File: src/sv/sc1_pkg.sv
// ----------------------------------------------------------------------------
// sc1_pkg: shared types and constants for the scan code set 1 decoder
// Keymap columns, scan code values, action codes and the request format that
// runs from the classifier to the lookup stage.
// ----------------------------------------------------------------------------
package sc1_pkg;

  localparam int unsigned ByteW    = 8;
  localparam int unsigned CharW    = 7;
  localparam int unsigned KeyW     = 6;
  localparam int unsigned KeymapN  = 64;

  localparam logic [ByteW-1:0] PREFIX_BYTE = 8'hE0;
  localparam logic [ByteW-1:0] MAX_CODE    = 8'd58;

  localparam logic [CharW-1:0] MK_LSHIFT = 7'h2A;
  localparam logic [CharW-1:0] MK_RSHIFT = 7'h36;
  localparam logic [CharW-1:0] MK_ALT    = 7'h38;
  localparam logic [CharW-1:0] MK_CTRL   = 7'h1D;
  localparam logic [CharW-1:0] MK_CAPS   = 7'h3A;

  localparam logic [CharW-1:0] KEY_ESC   = 7'h1B;
  localparam logic [CharW-1:0] KEY_BS    = 7'h08;
  localparam logic [CharW-1:0] KEY_TAB   = 7'h09;
  localparam logic [CharW-1:0] KEY_ENT   = 7'h0D;
  localparam logic [CharW-1:0] CHAR_NUL  = 7'h00;
  localparam logic [CharW-1:0] CHAR_SPC  = 7'h20;

  typedef enum logic [2:0] {
    ACT_NONE         = 3'd0,
    ACT_PRINT        = 3'd1,
    ACT_BACKSPACE    = 3'd2,
    ACT_UNKNOWN_KEY  = 3'd3,
    ACT_UNKNOWN_CHAR = 3'd4
  } action_e;

  typedef enum logic [1:0] {
    KIND_SILENT = 2'd0,
    KIND_RANGE  = 2'd1,
    KIND_LOOKUP = 2'd2
  } kind_e;

  typedef struct packed {
    logic shift;
    logic ctrl;
    logic alt;
    logic caps;
  } mods_t;

  typedef struct packed {
    kind_e           kind;
    logic [KeyW-1:0] key;
    logic            upper;
    mods_t           mods;
  } req_t;

  localparam logic [CharW-1:0] PLAIN_COL [KeymapN] = '{
    7'h00, 7'h1B, 7'h31, 7'h32, 7'h33, 7'h34, 7'h35, 7'h36,
    7'h37, 7'h38, 7'h39, 7'h30, 7'h2D, 7'h3D, 7'h08, 7'h09,
    7'h71, 7'h77, 7'h65, 7'h72, 7'h74, 7'h79, 7'h75, 7'h69,
    7'h6F, 7'h70, 7'h5B, 7'h5D, 7'h0D, 7'h00, 7'h61, 7'h73,
    7'h64, 7'h66, 7'h67, 7'h68, 7'h6A, 7'h6B, 7'h6C, 7'h3B,
    7'h27, 7'h60, 7'h00, 7'h5C, 7'h7A, 7'h78, 7'h63, 7'h76,
    7'h62, 7'h6E, 7'h6D, 7'h2C, 7'h2E, 7'h2F, 7'h00, 7'h2A,
    7'h00, 7'h20, 7'h00, 7'h00, 7'h00, 7'h00, 7'h00, 7'h00
  };

  localparam logic [CharW-1:0] SHIFT_COL [KeymapN] = '{
    7'h00, 7'h1B, 7'h21, 7'h40, 7'h23, 7'h24, 7'h25, 7'h5E,
    7'h26, 7'h2A, 7'h28, 7'h29, 7'h5F, 7'h2B, 7'h08, 7'h09,
    7'h51, 7'h57, 7'h45, 7'h52, 7'h54, 7'h59, 7'h55, 7'h49,
    7'h4F, 7'h50, 7'h7B, 7'h7D, 7'h0D, 7'h00, 7'h41, 7'h53,
    7'h44, 7'h46, 7'h47, 7'h48, 7'h4A, 7'h4B, 7'h4C, 7'h3A,
    7'h22, 7'h7E, 7'h00, 7'h7C, 7'h5A, 7'h58, 7'h43, 7'h56,
    7'h42, 7'h4E, 7'h4D, 7'h3C, 7'h3E, 7'h3F, 7'h00, 7'h2A,
    7'h00, 7'h20, 7'h00, 7'h00, 7'h00, 7'h00, 7'h00, 7'h00
  };

endpackage

File: src/sv/sc1_if.sv
// ----------------------------------------------------------------------------
// sc1_if: valid/ready channels of the scan code set 1 decoder
// Input channel carries raw scan bytes, output channel carries decoded results.
// ----------------------------------------------------------------------------
interface sc1_in_if;
  import sc1_pkg::*;

  logic             valid;
  logic             ready;
  logic [ByteW-1:0] scan_byte;

  modport source (output valid, output scan_byte, input ready);
  modport sink   (input valid, input scan_byte, output ready);
endinterface

interface sc1_out_if;
  import sc1_pkg::*;

  logic             valid;
  logic             ready;
  logic [2:0]       action;
  logic [CharW-1:0] char_code;
  logic             shift_held;
  logic             ctrl_held;
  logic             alt_held;
  logic             caps_on;

  modport source (output valid, output action, output char_code, output shift_held,
                  output ctrl_held, output alt_held, output caps_on, input ready);
  modport sink   (input valid, input action, input char_code, input shift_held,
                  input ctrl_held, input alt_held, input caps_on, output ready);
endinterface

File: src/sv/scan_code_set1_to_ascii.sv
// ----------------------------------------------------------------------------
// scan_code_set1_to_ascii: keyboard scan code set 1 to ASCII decoder
// Classifier, request queue and keymap lookup stage with a result register.
// ----------------------------------------------------------------------------
// Every accepted scan byte yields exactly one result: an action code, the
// ASCII character for print actions (tab prints a space) and the modifier
// flags as they stand after that byte. A byte 0xE0 arms the extended prefix
// for the next byte. A new byte is taken every clock cycle while the queue
// has room. The request is written into the queue when its byte is accepted
// and moves through the keymap lookup into the result register once it is at
// the head of the queue and the result register is free or being taken.
// The modifier and prefix flags update in the classifier in the cycle of
// acceptance, so back-to-back bytes see each other's effect. The queue holds
// QueueDepth requests, so up to QueueDepth + 1 results can be pending while
// the output side stalls.
// ----------------------------------------------------------------------------
module scan_code_set1_to_ascii #(
  parameter int unsigned QueueDepth = 2
) (
  input  logic      clk_i,
  input  logic      rst_ni,
  sc1_in_if.sink    req_i,
  sc1_out_if.source rsp_o
);
  import sc1_pkg::*;

  logic push, push_ready, pop, head_valid;
  req_t push_data, head;

  sc1_front u_front (
    .clk_i        (clk_i),
    .rst_ni       (rst_ni),
    .req_i        (req_i),
    .push_ready_i (push_ready),
    .push_o       (push),
    .push_data_o  (push_data)
  );

  sc1_queue #(
    .Depth (QueueDepth)
  ) u_queue (
    .clk_i        (clk_i),
    .rst_ni       (rst_ni),
    .push_i       (push),
    .push_data_i  (push_data),
    .push_ready_o (push_ready),
    .pop_i        (pop),
    .head_valid_o (head_valid),
    .head_o       (head)
  );

  sc1_back u_back (
    .clk_i        (clk_i),
    .rst_ni       (rst_ni),
    .head_valid_i (head_valid),
    .head_i       (head),
    .pop_o        (pop),
    .rsp_o        (rsp_o)
  );

endmodule

File: src/sv/sc1_front.sv
// ----------------------------------------------------------------------------
// sc1_front: scan byte classifier
// Tracks the extended prefix and the modifier flags and turns each accepted
// byte into a lookup request for the back end.
// ----------------------------------------------------------------------------
module sc1_front (
  input  logic          clk_i,
  input  logic          rst_ni,
  sc1_in_if.sink        req_i,
  input  logic          push_ready_i,
  output logic          push_o,
  output sc1_pkg::req_t push_data_o
);
  import sc1_pkg::*;

  logic             prefix_q, prefix_d;
  mods_t            mods_q, mods_d;
  logic [ByteW-1:0] b;
  logic [CharW-1:0] lo;
  logic             ext;
  kind_e            kind;

  assign req_i.ready = push_ready_i;
  assign push_o      = req_i.valid & push_ready_i;
  assign b           = req_i.scan_byte;
  assign lo          = b[CharW-1:0];
  assign ext         = prefix_q;

  always_comb begin
    prefix_d = prefix_q;
    mods_d   = mods_q;
    kind     = KIND_SILENT;
    if (b == PREFIX_BYTE) begin
      prefix_d = 1'b1;
    end else begin
      prefix_d = 1'b0;
      if (b[ByteW-1]) begin
        if (lo == MK_CTRL) begin
          mods_d.ctrl = 1'b0;
        end else if (lo == MK_ALT) begin
          mods_d.alt = 1'b0;
        end else if (!ext && (lo == MK_LSHIFT || lo == MK_RSHIFT)) begin
          mods_d.shift = 1'b0;
        end
      end else begin
        priority if (!ext && (lo == MK_LSHIFT || lo == MK_RSHIFT)) begin
          mods_d.shift = 1'b1;
        end else if (lo == MK_CTRL) begin
          mods_d.ctrl = 1'b1;
        end else if (lo == MK_ALT) begin
          mods_d.alt = 1'b1;
        end else if (!ext && lo == MK_CAPS) begin
          mods_d.caps = ~mods_q.caps;
        end else if (ext || b > MAX_CODE) begin
          kind = KIND_RANGE;
        end else begin
          kind = KIND_LOOKUP;
        end
      end
    end
  end

  always_comb begin
    push_data_o.kind  = kind;
    push_data_o.key   = b[KeyW-1:0];
    push_data_o.upper = mods_d.shift | mods_d.caps;
    push_data_o.mods  = mods_d;
  end

  always_ff @(posedge clk_i or negedge rst_ni) begin
    if (!rst_ni) begin
      prefix_q <= 1'b0;
      mods_q   <= '0;
    end else if (push_o) begin
      prefix_q <= prefix_d;
      mods_q   <= mods_d;
    end
  end

  a_prefix_arm : assert property (@(posedge clk_i) disable iff (!rst_ni)
    (push_o && b == PREFIX_BYTE) |=> prefix_q)
    else $error("prefix byte did not arm the extended flag");

  a_caps_toggle : assert property (@(posedge clk_i) disable iff (!rst_ni)
    (push_o && !prefix_q && b == {1'b0, MK_CAPS}) |=> (mods_q.caps != $past(mods_q.caps)))
    else $error("caps lock make did not toggle");

endmodule

File: src/sv/sc1_queue.sv
// ----------------------------------------------------------------------------
// sc1_queue: request queue between classifier and lookup stage
// Small circular buffer, lets the front and back stall independently.
// ----------------------------------------------------------------------------
module sc1_queue #(
  parameter int unsigned Depth = 2
) (
  input  logic          clk_i,
  input  logic          rst_ni,
  input  logic          push_i,
  input  sc1_pkg::req_t push_data_i,
  output logic          push_ready_o,
  input  logic          pop_i,
  output logic          head_valid_o,
  output sc1_pkg::req_t head_o
);
  import sc1_pkg::*;

  localparam int unsigned PtrW = (Depth > 1) ? $clog2(Depth) : 1;
  localparam int unsigned CntW = $clog2(Depth + 1);

  req_t            mem_q [Depth];
  logic [PtrW-1:0] wr_ptr_q, rd_ptr_q;
  logic [CntW-1:0] count_q;
  logic            do_push, do_pop;

  assign push_ready_o = (count_q != CntW'(Depth));
  assign head_valid_o = (count_q != '0);
  assign head_o       = mem_q[rd_ptr_q];
  assign do_push      = push_i & push_ready_o;
  assign do_pop       = pop_i & head_valid_o;

  always_ff @(posedge clk_i) begin
    if (do_push) begin
      mem_q[wr_ptr_q] <= push_data_i;
    end
  end

  always_ff @(posedge clk_i or negedge rst_ni) begin
    if (!rst_ni) begin
      wr_ptr_q <= '0;
      rd_ptr_q <= '0;
      count_q  <= '0;
    end else begin
      if (do_push) begin
        wr_ptr_q <= (wr_ptr_q == PtrW'(Depth - 1)) ? '0 : wr_ptr_q + PtrW'(1);
      end
      if (do_pop) begin
        rd_ptr_q <= (rd_ptr_q == PtrW'(Depth - 1)) ? '0 : rd_ptr_q + PtrW'(1);
      end
      unique case ({do_push, do_pop})
        2'b10:   count_q <= count_q + CntW'(1);
        2'b01:   count_q <= count_q - CntW'(1);
        default: count_q <= count_q;
      endcase
    end
  end

  a_count_bound : assert property (@(posedge clk_i) disable iff (!rst_ni)
    count_q <= CntW'(Depth))
    else $error("queue occupancy exceeds depth");

  a_ptr_gap : assert property (@(posedge clk_i) disable iff (!rst_ni)
    (count_q == '0 || count_q == CntW'(Depth)) |-> (wr_ptr_q == rd_ptr_q))
    else $error("queue pointers disagree with occupancy");

endmodule

File: src/sv/sc1_back.sv
// ----------------------------------------------------------------------------
// sc1_back: keymap lookup and result register
// Reads the keymap column for a request, derives the action and holds the
// result until the sink takes it.
// ----------------------------------------------------------------------------
module sc1_back (
  input  logic          clk_i,
  input  logic          rst_ni,
  input  logic          head_valid_i,
  input  sc1_pkg::req_t head_i,
  output logic          pop_o,
  sc1_out_if.source     rsp_o
);
  import sc1_pkg::*;

  logic             out_valid_q;
  action_e          action_q, action_d;
  logic [CharW-1:0] char_q, char_d;
  mods_t            mods_q;
  logic [CharW-1:0] ch;

  assign pop_o = head_valid_i & (~out_valid_q | rsp_o.ready);
  assign ch    = head_i.upper ? SHIFT_COL[head_i.key] : PLAIN_COL[head_i.key];

  always_comb begin
    action_d = ACT_NONE;
    char_d   = CHAR_NUL;
    unique case (head_i.kind)
      KIND_RANGE:  action_d = ACT_UNKNOWN_KEY;
      KIND_LOOKUP: begin
        priority if (ch == CHAR_NUL) begin
          action_d = ACT_UNKNOWN_CHAR;
        end else if (ch == KEY_TAB) begin
          action_d = ACT_PRINT;
          char_d   = CHAR_SPC;
        end else if (ch == KEY_ESC || ch == KEY_ENT) begin
          action_d = ACT_NONE;
        end else if (ch == KEY_BS) begin
          action_d = ACT_BACKSPACE;
        end else begin
          action_d = ACT_PRINT;
          char_d   = ch;
        end
      end
      default:     action_d = ACT_NONE;
    endcase
  end

  always_ff @(posedge clk_i or negedge rst_ni) begin
    if (!rst_ni) begin
      out_valid_q <= 1'b0;
    end else if (~out_valid_q | rsp_o.ready) begin
      out_valid_q <= head_valid_i;
    end
  end

  always_ff @(posedge clk_i) begin
    if (pop_o) begin
      action_q <= action_d;
      char_q   <= char_d;
      mods_q   <= head_i.mods;
    end
  end

  assign rsp_o.valid      = out_valid_q;
  assign rsp_o.action     = action_q;
  assign rsp_o.char_code  = char_q;
  assign rsp_o.shift_held = mods_q.shift;
  assign rsp_o.ctrl_held  = mods_q.ctrl;
  assign rsp_o.alt_held   = mods_q.alt;
  assign rsp_o.caps_on    = mods_q.caps;

  a_char_only_print : assert property (@(posedge clk_i) disable iff (!rst_ni)
    (out_valid_q && action_q != ACT_PRINT) |-> (char_q == CHAR_NUL))
    else $error("character code set on a non-print result");

  a_print_nonzero : assert property (@(posedge clk_i) disable iff (!rst_ni)
    (out_valid_q && action_q == ACT_PRINT) |-> (char_q != CHAR_NUL))
    else $error("print result carries a null character");

endmodule
File: src/flat_wrapper.sv
// flat-port wrapper written by rule: the top's interface ports become plain ports
module scan_code_set1_to_ascii_flat import sc1_pkg::*;
#(
  parameter int unsigned QueueDepth = 2
)
  (clk_i, rst_ni, req_i_valid, req_i_scan_byte, req_i_ready, rsp_o_valid, rsp_o_action, rsp_o_char_code, rsp_o_shift_held, rsp_o_ctrl_held, rsp_o_alt_held, rsp_o_caps_on, rsp_o_ready);
  sc1_in_if req_i_i ();
  sc1_out_if rsp_o_i ();
  input  logic clk_i;
  input  logic rst_ni;
  input wire logic [$bits(req_i_i.valid)-1:0] req_i_valid;
  input wire logic [$bits(req_i_i.scan_byte)-1:0] req_i_scan_byte;
  output wire logic [$bits(req_i_i.ready)-1:0] req_i_ready;
  output wire logic [$bits(rsp_o_i.valid)-1:0] rsp_o_valid;
  output wire logic [$bits(rsp_o_i.action)-1:0] rsp_o_action;
  output wire logic [$bits(rsp_o_i.char_code)-1:0] rsp_o_char_code;
  output wire logic [$bits(rsp_o_i.shift_held)-1:0] rsp_o_shift_held;
  output wire logic [$bits(rsp_o_i.ctrl_held)-1:0] rsp_o_ctrl_held;
  output wire logic [$bits(rsp_o_i.alt_held)-1:0] rsp_o_alt_held;
  output wire logic [$bits(rsp_o_i.caps_on)-1:0] rsp_o_caps_on;
  input wire logic [$bits(rsp_o_i.ready)-1:0] rsp_o_ready;
  assign req_i_i.valid = req_i_valid;
  assign req_i_i.scan_byte = req_i_scan_byte;
  assign req_i_ready = req_i_i.ready;
  assign rsp_o_valid = rsp_o_i.valid;
  assign rsp_o_action = rsp_o_i.action;
  assign rsp_o_char_code = rsp_o_i.char_code;
  assign rsp_o_shift_held = rsp_o_i.shift_held;
  assign rsp_o_ctrl_held = rsp_o_i.ctrl_held;
  assign rsp_o_alt_held = rsp_o_i.alt_held;
  assign rsp_o_caps_on = rsp_o_i.caps_on;
  assign rsp_o_i.ready = rsp_o_ready;
  scan_code_set1_to_ascii #(.QueueDepth(QueueDepth)) u_core (.clk_i(clk_i), .rst_ni(rst_ni), .req_i(req_i_i), .rsp_o(rsp_o_i));
endmodule
File: config.mk
export PLATFORM = sky130hd
export DESIGN_NAME = scan_code_set1_to_ascii_flat
export DESIGN_NICKNAME = d
export VERILOG_FILES = /design/src/sv/sc1_pkg.sv /design/src/sv/sc1_if.sv /design/src/sv/scan_code_set1_to_ascii.sv /design/src/sv/sc1_front.sv /design/src/sv/sc1_queue.sv /design/src/sv/sc1_back.sv /design/src/flat_wrapper.sv
export SDC_FILE = /design/constraint.sdc
export NUM_CORES = 1
export LEC_CHECK = 0
export BUFFER_PORTS_ARGS = -buffer_cell sky130_fd_sc_hd__buf_2
export CAP_MARGIN = 20
export CORE_MARGIN = 4
export CORE_UTILIZATION = 46
export CTS_CLUSTER_SIZE = 40
export DETAILED_ROUTE_END_ITERATION = 10
export GPL_TIMING_DRIVEN = 0
export PLACE_DENSITY = 0.63
export SLEW_MARGIN = 20
export SYNTH_ARGS = -nofsm -noshare
export SYNTH_HDL_FRONTEND = slang
export SYNTH_SLANG_ARGS = --single-unit
File: constraint.sdc
create_clock -name clk_i -period 4.2 [get_ports clk_i]
set_clock_uncertainty 0.1 [all_clocks]
set_input_delay 0 -clock clk_i [delete_from_list [all_inputs] [get_ports clk_i]]
set_output_delay 0 -clock clk_i [all_outputs]
set_load 0.03 [all_outputs]
==> metrics.md <==
| Metric | Value |
|---|---|
| Final setup slack of the worst path | 308.6 ps |
| Crit path DAT | 3850 ps |
| Antenna fix cells | 0 |
| Number of distinct standard cells referenced by the synthesized netlist | 78 |
| Period minus WS final | 3891 ps |
| Transition at the pin with the smallest max-transition slack | 829.2 ps |
| Grt ovf | 0 |
| Origin of the worst setup path | u_core.u_queue.rd_ptr_q$_DFFE_PN0P_ |
| Final setup viols | 0 |
| Total standard cell area after synthesis | 3896 um^2 |
| Tot GR Track Use | 0.2144 |
| Met3 Usage GRT | 0.03475 |
| Tightest Hold Check Type | input port to flop |
| Crit start category | flop |
| Die X | 100.0 um |
| Critical-path maximum fanout | 10 |
| Placeable Area | 8217 um^2 |
| Worst reg2reg path startpoint | u_core.u_queue.rd_ptr_q$_DFFE_PN0P_ |
| Most used DFF post-synth | edfxtp_1 |
| Synthesized area per cell | 10.02 um^2 |
| Worst reg-to-reg setup slack | 310 ps |
| Element type at the critical path end | flop |
| Final design instance area without fill | 4414 um^2 |
| Root buffer cell | clkbuf_8 |
| Final Cycle Share | 0.9265 |
| Number of sinks on the clock net | 50 |
| Antenna violations before repair | 0 |
| Io pins | 28 |
| Leakage power | 1.718 nW |
| Aggregate negative setup slack | 0 ps |
| Die Y-Extent | 100.0 um |
| DP Wirelength | 7863 um |
| Number of filler cells placed in the layout | 757 |
| Clock transition at the registers of the reported paths | 100 ps |
| Worst vdd rail ir drop | 0.3345 mV |
| Routing usage on met2 | 0.3202 |
| Post-synthesis net count | 416 |
| Most common library cell in the layout ignoring fill and taps | edfxtp_1 |
| Flip-flop and latch count after synthesis | 50 |
| Post-DR vias/cell | 6.361 |
| Unrepaired setup endpoints after global routing | no |
| Row count | 33 |
| Slew Limit Fails | 0 |
| Clock tree from TritonCTS | built |
| Placement-stage worst setup slack | 275.1 ps |
| Vias in the first global route | 3,225 |
| Net count, final | 466 |
| Clock latency on the worst-skew pair | 310 ps |
| Starting density of the core | 0.4742 |
| End of the worst register-to-register path | u_core.u_back.rsp_o.action[0]$_DFFE_PP_ |
| Timing endpoint of the critical path | u_core.u_back.rsp_o.action[0]$_DFFE_PP_ |
| Total design power | 3.367 mW |
| Port Buf Inserts | 27 |
| Post-synth EDFFs | 40 |
| Worst setup path category | flop to flop |
| Post-detailed-route DRC marker count | 0 |
| Detailed-route wire length per cell | 19.63 um |
| Antenna-violating nets left | 0 |
| Async set-or-reset flop fraction in the synthesized netlist | 0.2000 |
| Fraction of final layout cells sized beyond drive strength 1 | 0.2000 |
| Routability congestion estimate from global placement | 0.9696 |
| Total area of sequential cells | 1451 um^2 |
| Area taken by multi-input logic gates | 2236 um^2 |
| Resize count post-CTS | 0 |
| Req. time, crit path | 4160 ps |
| Commonest cells after routing, fill and taps aside | 40 x edfxtp_1, 37 x buf_2, 29 x nand2_1, 26 x nor2_1, 21 x a21oi_1 |
| Iter 0 DRT Violations | 257 |
| Highest Clock Rate | 0.2570 GHz |
| Number of maximum-capacitance constraint violations | 0 |
| Bufs on Longest Clock Path | 2 |
| Post-Syn Instances | 389 |
| R2R cell count | 12 |
| Wire length of the first global-routing pass | 16,930 um |
| Sequential element share of the synthesized area | 0.3725 |
| Status | finished, final reports clean |
| Area growth from synthesis to final layout | 13.29% |
| Vias | 3,467 |
| Synth warnings | 0 |
| CTS H-Tree Depth | 2 |
| Relative slew slack | 0.4458 |
| Detailed Route WL | 10,700 um |
| Total die area | 10,010 um^2 |
| Met1 Resource Use GR | 0.3106 |
| Dpl cell area | 4180 um^2 |
| Most congested layer reported by global routing | met2 |
| Power Dens Cells | 762.8 nW/um^2 |
| Maximum number of pins on one net before global-route repair | 17 |
| First drt pass iteration count | 5 |
| Number of buffers added by the clock tree synthesis step | 5 |
| Endpoints failing hold | 0 |
-- flip-flops by register name, indices dropped and copies added (netlist names) --
name / flops
u_core.u_queue.count_q: 2
u_core.u_back.rsp_o.caps_on: 1
u_core.u_back.rsp_o.char_code: 7
u_core.u_front.mods_q: 4
u_core.u_back.rsp_o.action: 3
u_core.u_queue.mem_q: 26
u_core.u_queue.wr_ptr_q: 1
u_core.u_back.rsp_o.ctrl_held: 1
u_core.u_back.rsp_o.shift_held: 1
u_core.u_back.rsp_o.valid: 1
u_core.u_queue.rd_ptr_q: 1
u_core.u_back.rsp_o.alt_held: 1
u_core.u_front.ext: 1
-- worst max-delay path, cell delays in order (launching register included) --
cell and delay (ps):
dfrtp_1 400, buf_4 220, mux2i_2 600, inv_2 160, ha_1 220, clkbuf_1 250, and2_1 230, a21o_1 160
a21o_1 190, a2111o_1 460, nor3b_2 380, o21a_1 210, o41ai_2 70
-- kinds of logic (layout without fill, tap and decap cells) --
family | count (synthesis) | count (layout) | synth area share
multiplexers | 30 | 30 | 0.09602
XOR/XNOR | 9 | 9 | 0.02023
adder cells (fa/ha/maj) | 15 | 15 | 0.04817
AND/OR/NAND/NOR | 128 | 128 | 0.1859
buffers and inverters | 39 | 90 | 0.05524
flip-flops | 50 | 50 | 0.3725
AO/OA/AOI/OAI | 118 | 118 | 0.2219
-- worst min-delay path by stage --
stage / startpoint / endpoint / slack, ps / depth (start not counted)
6_report: req_i_scan_byte[6] / u_core.u_queue.mem_q[0][2]$_DFFE_PP_ / 130 / 3
5_1_grt: req_i_scan_byte[6] / u_core.u_queue.mem_q[0][2]$_DFFE_PP_ / 160 / 3
4_1_cts: req_i_scan_byte[6] / u_core.u_queue.mem_q[0][2]$_DFFE_PP_ / 120 / 3
3_5_place_dp: rst_ni / u_core.u_back.rsp_o.valid$_DFFE_PN0N_ / -220 / 1
3_3_place_gp: rst_ni / u_core.u_back.rsp_o.valid$_DFFE_PN0N_ / -230 / 1
2_1_floorplan: rst_ni / u_core.u_back.rsp_o.valid$_DFFE_PN0N_ / -400 / 0
-- cell usage after synthesis (all sizes together), types with 5 or more instances --
cell type / instances / area share
nor3: 6 / 0.0077
ha: 15 / 0.048
dfrtp: 10 / 0.064
inv: 15 / 0.014
a2111oi: 6 / 0.015
nand3: 8 / 0.010
a21oi: 22 / 0.028
xnor2: 7 / 0.016
nor2: 27 / 0.026
a211oi: 8 / 0.015
and2: 8 / 0.013
mux2: 13 / 0.039
a22oi: 5 / 0.0096
nand2: 29 / 0.028
a21o: 5 / 0.0096
o211ai: 15 / 0.029
nor2b: 13 / 0.021
buf: 20 / 0.037
edfxtp: 40 / 0.31
mux2i: 16 / 0.052
o21ai: 18 / 0.023
nor4: 5 / 0.012
nand2b: 5 / 0.0080
-- power by group --
group	internal [mW]	total [mW]	switching [mW]	leakage, nW
Combinational	0.835	2.23	1.39	1.16
Sequential	0.756	0.855	0.0987	0.510
Clock	0.118	0.284	0.166	0.0484
Total	1.71	3.37	1.66	1.72
-- per-stage QoR --
step	hold slack [ps]	util	std cells
6_report	133.3	0.5372	545
3_3_place_gp	-227.2	0.5066	521
4_1_cts	122.4	0.5354	543
5_1_grt	159.7	0.5372	545
3_5_place_dp	-224.4	0.5088	522
2_1_floorplan	-395.6	-	389
-- metal layers --
layer,vias up,wire length (um)
li1,1601,-
met1,1661,4686
met2,179,4757
met3,26,926
met4,0,328
met5,-,0
-- timing repair --
action | 4_1_cts | 5_1_grt
hold buffers | 13 | 0
setup buffers | 0 | 2
endpoints found under the setup margin | 0 | 4
hold endpoints to repair | 25 | 0
-- cell type report --
type	count	share of cell area
buffer	24	0.03600
clock buffer	5	0.01559
clock inverter	3	0.004535
inverter	15	0.01276
multi-input combinational	300	0.5065
sequential	50	0.3288
tap	105	0.02976
timing repair buffer	43	0.06604
Power figures use the tool's default switching activity.
